### src/rtl/complex_arithmetic_unit_core_assert.svh
// Assertion helpers shared by the RTL. Every assertion is clocked on clk_i
// and switched off while rst_ni is low.
`ifndef COMPLEX_ARITHMETIC_UNIT_CORE_ASSERT_SVH
`define COMPLEX_ARITHMETIC_UNIT_CORE_ASSERT_SVH

// same-cycle implication
`define CAU_ASSERT_IMP(label, ante, cons, msg) \
  label: assert property (@(posedge clk_i) disable iff (!rst_ni) (ante) |-> (cons)) \
    else $error(msg);

// next-cycle implication
`define CAU_ASSERT_NXT(label, ante, cons, msg) \
  label: assert property (@(posedge clk_i) disable iff (!rst_ni) (ante) |=> (cons)) \
    else $error(msg);

`endif

### src/rtl/cau_pkg.sv
`default_nettype none
package cau_pkg;

  // fixed-point format of all operands and results
  localparam int FRAC_BITS = 16;
  // shift that aligns a dividend for a 32-bit quotient
  localparam int KSH       = 32 - FRAC_BITS;
  // quotient and root bits, one per iteration stage
  localparam int NSTEP     = 32;

  // queue between front and back
  localparam int QDEPTH = 4;
  localparam int QAW    = 2;

  localparam logic [2:0] OP_ADD   = 3'd0;
  localparam logic [2:0] OP_SUB   = 3'd1;
  localparam logic [2:0] OP_MUL   = 3'd2;
  localparam logic [2:0] OP_DIV   = 3'd3;
  localparam logic [2:0] OP_SCALE = 3'd4;
  localparam logic [2:0] OP_MAG   = 3'd5;

  localparam logic [31:0] S32_MAX = 32'h7fff_ffff;
  localparam logic [31:0] S32_MIN = 32'h8000_0000;

  typedef enum logic [2:0] {
    CLS_ADD,
    CLS_SUB,
    CLS_MUL,
    CLS_DIV,
    CLS_SCALE,
    CLS_MAG,
    CLS_NOP
  } cls_e;

  typedef struct packed {
    cls_e        cls;
    logic [31:0] a_re;
    logic [31:0] a_im;
    logic [31:0] b_re;
    logic [31:0] b_im;
  } item_t;

  typedef struct packed {
    logic [31:0] re;
    logic [31:0] im;
    logic        ovf;
    logic        dz;
  } res_t;

endpackage
`default_nettype wire

### src/rtl/cau_queue.sv
`default_nettype none
module cau_queue
  import cau_pkg::*;
(
  input  wire logic  clk_i,
  input  wire logic  rst_ni,
  input  wire logic  wr_i,
  input  wire item_t item_i,
  input  wire logic  take_i,
  output logic       full_o,
  output logic       empty_o,
  output item_t      head_o
);

  item_t              mem_q [QDEPTH];
  logic [QAW-1:0]     wptr_q, wptr_d, rptr_q, rptr_d;
  logic [QAW:0]       cnt_q, cnt_d;
  logic               rd;

  assign full_o  = cnt_q == (QAW+1)'(QDEPTH);
  assign empty_o = cnt_q == '0;
  assign head_o  = mem_q[rptr_q];
  assign rd      = take_i && !empty_o;

  always_comb begin
    wptr_d = wr_i ? wptr_q + 1'b1 : wptr_q;
    rptr_d = rd ? rptr_q + 1'b1 : rptr_q;
    cnt_d  = cnt_q + (QAW+1)'(wr_i) - (QAW+1)'(rd);
  end

  always_ff @(posedge clk_i or negedge rst_ni) begin
    if (!rst_ni) begin
      wptr_q <= '0;
      rptr_q <= '0;
      cnt_q  <= '0;
    end else begin
      wptr_q <= wptr_d;
      rptr_q <= rptr_d;
      cnt_q  <= cnt_d;
    end
  end

  always_ff @(posedge clk_i) begin
    if (wr_i) begin
      mem_q[wptr_q] <= item_i;
    end
  end

endmodule
`default_nettype wire

### config.mk
export PLATFORM = sky130hd
export DESIGN_NAME = cau_queue
export DESIGN_NICKNAME = d
export VERILOG_FILES = /design/src/rtl/complex_arithmetic_unit_core_assert.svh /design/src/rtl/cau_pkg.sv /design/src/rtl/cau_queue.sv
export SDC_FILE = /design/constraint.sdc
export NUM_CORES = 1
export LEC_CHECK = 0
export BUFFER_PORTS_ARGS = -buffer_cell sky130_fd_sc_hd__buf_2
export CAP_MARGIN = 0
export CELL_PAD_IN_SITES_DETAIL_PLACEMENT = 0
export CELL_PAD_IN_SITES_GLOBAL_PLACEMENT = 1
export CORE_MARGIN = 10
export CORE_UTILIZATION = 35
export DETAILED_ROUTE_END_ITERATION = 16
export GPL_TIMING_DRIVEN = 0
export HOLD_SLACK_MARGIN = 0.06
export PLACE_DENSITY_LB_ADDON = 0.1
export SLEW_MARGIN = 20
export SYNTH_ARGS = -nofsm -noshare
export SYNTH_HDL_FRONTEND = slang
export SYNTH_SLANG_ARGS = --single-unit
### constraint.sdc
create_clock -name clk_i -period 13.1 [get_ports clk_i]
set_input_delay 0.655 -clock clk_i [delete_from_list [all_inputs] [get_ports clk_i]]
set_output_delay 0.655 -clock clk_i [all_outputs]
set_load 0.1 [all_outputs]
==> qor.txt <==
Status = finished clean
Mux cell area share after synthesis = 15.3%
DRT Wirelength = 42400 um
Post-synth top area cell = edfxtp_1
Max Clk Rate = 312 MHz
Setup TNS = 0 ps
Clk_lat worst skew = 600 ps
CTS sink cnt = 531
Number of core rows = 85
Crit path cell chain = buf_2 -> buf_2 -> buf_2 -> mux4_2 -> buf_2
Core Box Area = 0.0542 mm^2
CP required = 12440 ps
Die height = 255 um
Total die area = 0.0649 mm^2
Wire length per cell = 23.5 um
CTS Hold Buffers Added = 1
Main combinational cell family by area after synthesis = multiplexers
GR Util met2 = 21.0%
CTS max path bufs = 3
Via count = 8673
Layout cells sized above 1 = 46.2%
# Max-Cap Violations = 0
Synth unique cells = 18
Crit Reg-Reg Startpoint = cnt_q[1]
Most frequent cell after synthesis = edfxtp_1
Max Transition Viols Final = 0
Avg Synthesized Cell Area = 26.8 um^2
CP arrival = 2550 ps
Minimum clock period = 3210 ps
Post-synth top cells = edfxtp_1 (524), mux4_2 (131), buf_2 (16)
Final setup fails = 0
# nets final = 1202
Post-route clock period utilization = 24.5%
H-tree lvl count = 2
Cells after Synth = 721
Area Overhead vs Synth = 22.2%
Grt total ovfl = 0
Final GP Congestion = 0.656
Crit-path max FO = 10
Skew final = 17.0 ps
Count of state elements after synthesis = 531
Dpl ws = 10360 ps
Hold Startpoint = item_i[5]
Mapped Area = 0.0193 mm^2
Die Span X = 255 um
Xor and xnor area share after synthesis = 0.227%
Detailed Place HPWL = 27300 um
Synth top area cells = edfxtp_1 (82%), mux4_2 (15%), dfrtp_1 (0.91%)
Synth Net Count = 863
Warnings from Yosys = 0
RSZ-0062 raised after global routing = false
Slew margin rel. = 48.8%
I/O Pins = 268
CTS tree = yes
Post-synthesis simple-gate area fraction = 0.214%
Crit-path slowest cell = buf_2
Tightest Pin Transition = 768 ps
Critical Path Start = rptr_q[1]
Vias per inst = 4.81
Number of global-route vias before repair = 9602
CP most frequent cell = buf_2
Setup CP Type = register to primary output
Yosys top cell area share = 81.6%
Startpoint Class = register
Drt initial violations = 375
Cts repair resizes = 0
Initial antenna violation count = 10
Crit. End Element = primary output
GR met1 Demand/Resource = 16.7%
Adder-Cell Fraction of Synth Area = 0.493%
Total GRT Usage = 13.1%
Port buffer count = 267
Global-route track usage on met3 = 4.48%
Worst-path clk slew = 60 ps
Crit path largest cell delay = 440 ps
Drt drc = 0
1st-pass router iterations = 6
Ys async rst share = 1.32%
Cts bufs inserted = 56
Sequential cell area fraction in the yosys report = 82.5%
Post-CTS setup buffers = 0
GR peak layer = met2
Final setup margin = 9890 ps
Endpoints failing hold = 0
Hold Crit Class = primary input to register
Pin count of the biggest net entering global routing = 44
Starting density of the core = 35.6%
First-pass GRT wire length = 63300 um
Post-synth EDFFs = 524
Ys flop type = edfxtp_1
Synth Area in Compound Gates = 0.110%
Clock Tree Root = clkbuf_16
Antenna Violating Nets Remaining = 0
## cell type report
cell class              count  area, um^2
repair buffers            281        1650
diodes                      3        7.51
clock buffers              84        1560
well taps                 696         871
flip-flops and latches    531       15900
multi-input cells         153        3160
plain buffers              30         200
clock inverters            19         188
fillers                  4725       30700
inverters                   7        26.3
## metrics by stage
stage | instances | hold WS (ps) | cell area, um^2 | util, %
floorplan | 721 | 359 | 19300 | -
global route | 1801 | 241 | 23600 | 43.4
detailed placement | 1697 | 509 | 21800 | 40.2
CTS | 1801 | 221 | 23600 | 43.4
finish | 1804 | 266 | 23600 | 43.5
global placement | 1684 | 511 | 21500 | 39.6
## layout by cell type, fill, tap and decap left out, types with 3 or more instances in the layout
cell       count
diode_2        3
and2_4         4
clkinv_2       6
ha_1           6
buf_12         7
bufinv_16      4
dfrtp_1        7
xnor2_1        4
edfxtp_1     524
inv_1          7
mux4_2       131
clkinv_1       8
clkbuf_16     57
clkbuf_1      29
buf_16         6
buf_2        283
buf_6          9
clkbuf_8       3
## routing by layer
metal / wire length (um) / up-vias
li1: - / 3819
met1: 17600 / 4520
met2: 20500 / 236
met3: 3350 / 80
met4: 870 / 18
met5: 124 / -
## sequential cells by signal, summed over array words and instances (netlist names)
| name | count |
|---|---|
| cnt_q | 3 |
| mem_q | 524 |
| rptr_q | 2 |
| wptr_q | 2 |
## cell families after synthesis
group,Yosys count
DFF,531
muxes,131
buffers and inverters,37
adders and majority gates,7
and+or+nand+nor,7
xor gates and xnor gates,5
AOI/OAI and AO/OA,3
## path summary, 6_finish.rpt
kind | end | slack (ps) | cells after the start
max in group asynchronous | wptr_q[1] | 12490 | 2
min in group asynchronous | cnt_q[0] | 440 | 2
hold / removal | mem_q[1][5] | 270 | 1
setup reg to reg | cnt_q[2] | 10860 | 9
setup / recovery | head_o[91] | 9890 | 5
hold reg to reg | wptr_q[0] | 530 | 1
## critical path: cells and delay by family (launching register included)
kind                   cells  cell delay (ps)
multiplexers               1              290
flip-flops                 1              310
buffers and inverters      4             1350
Power is not shown: default switching activity piles up to over one toggle a cycle in this logic, so the estimate is an artifact.
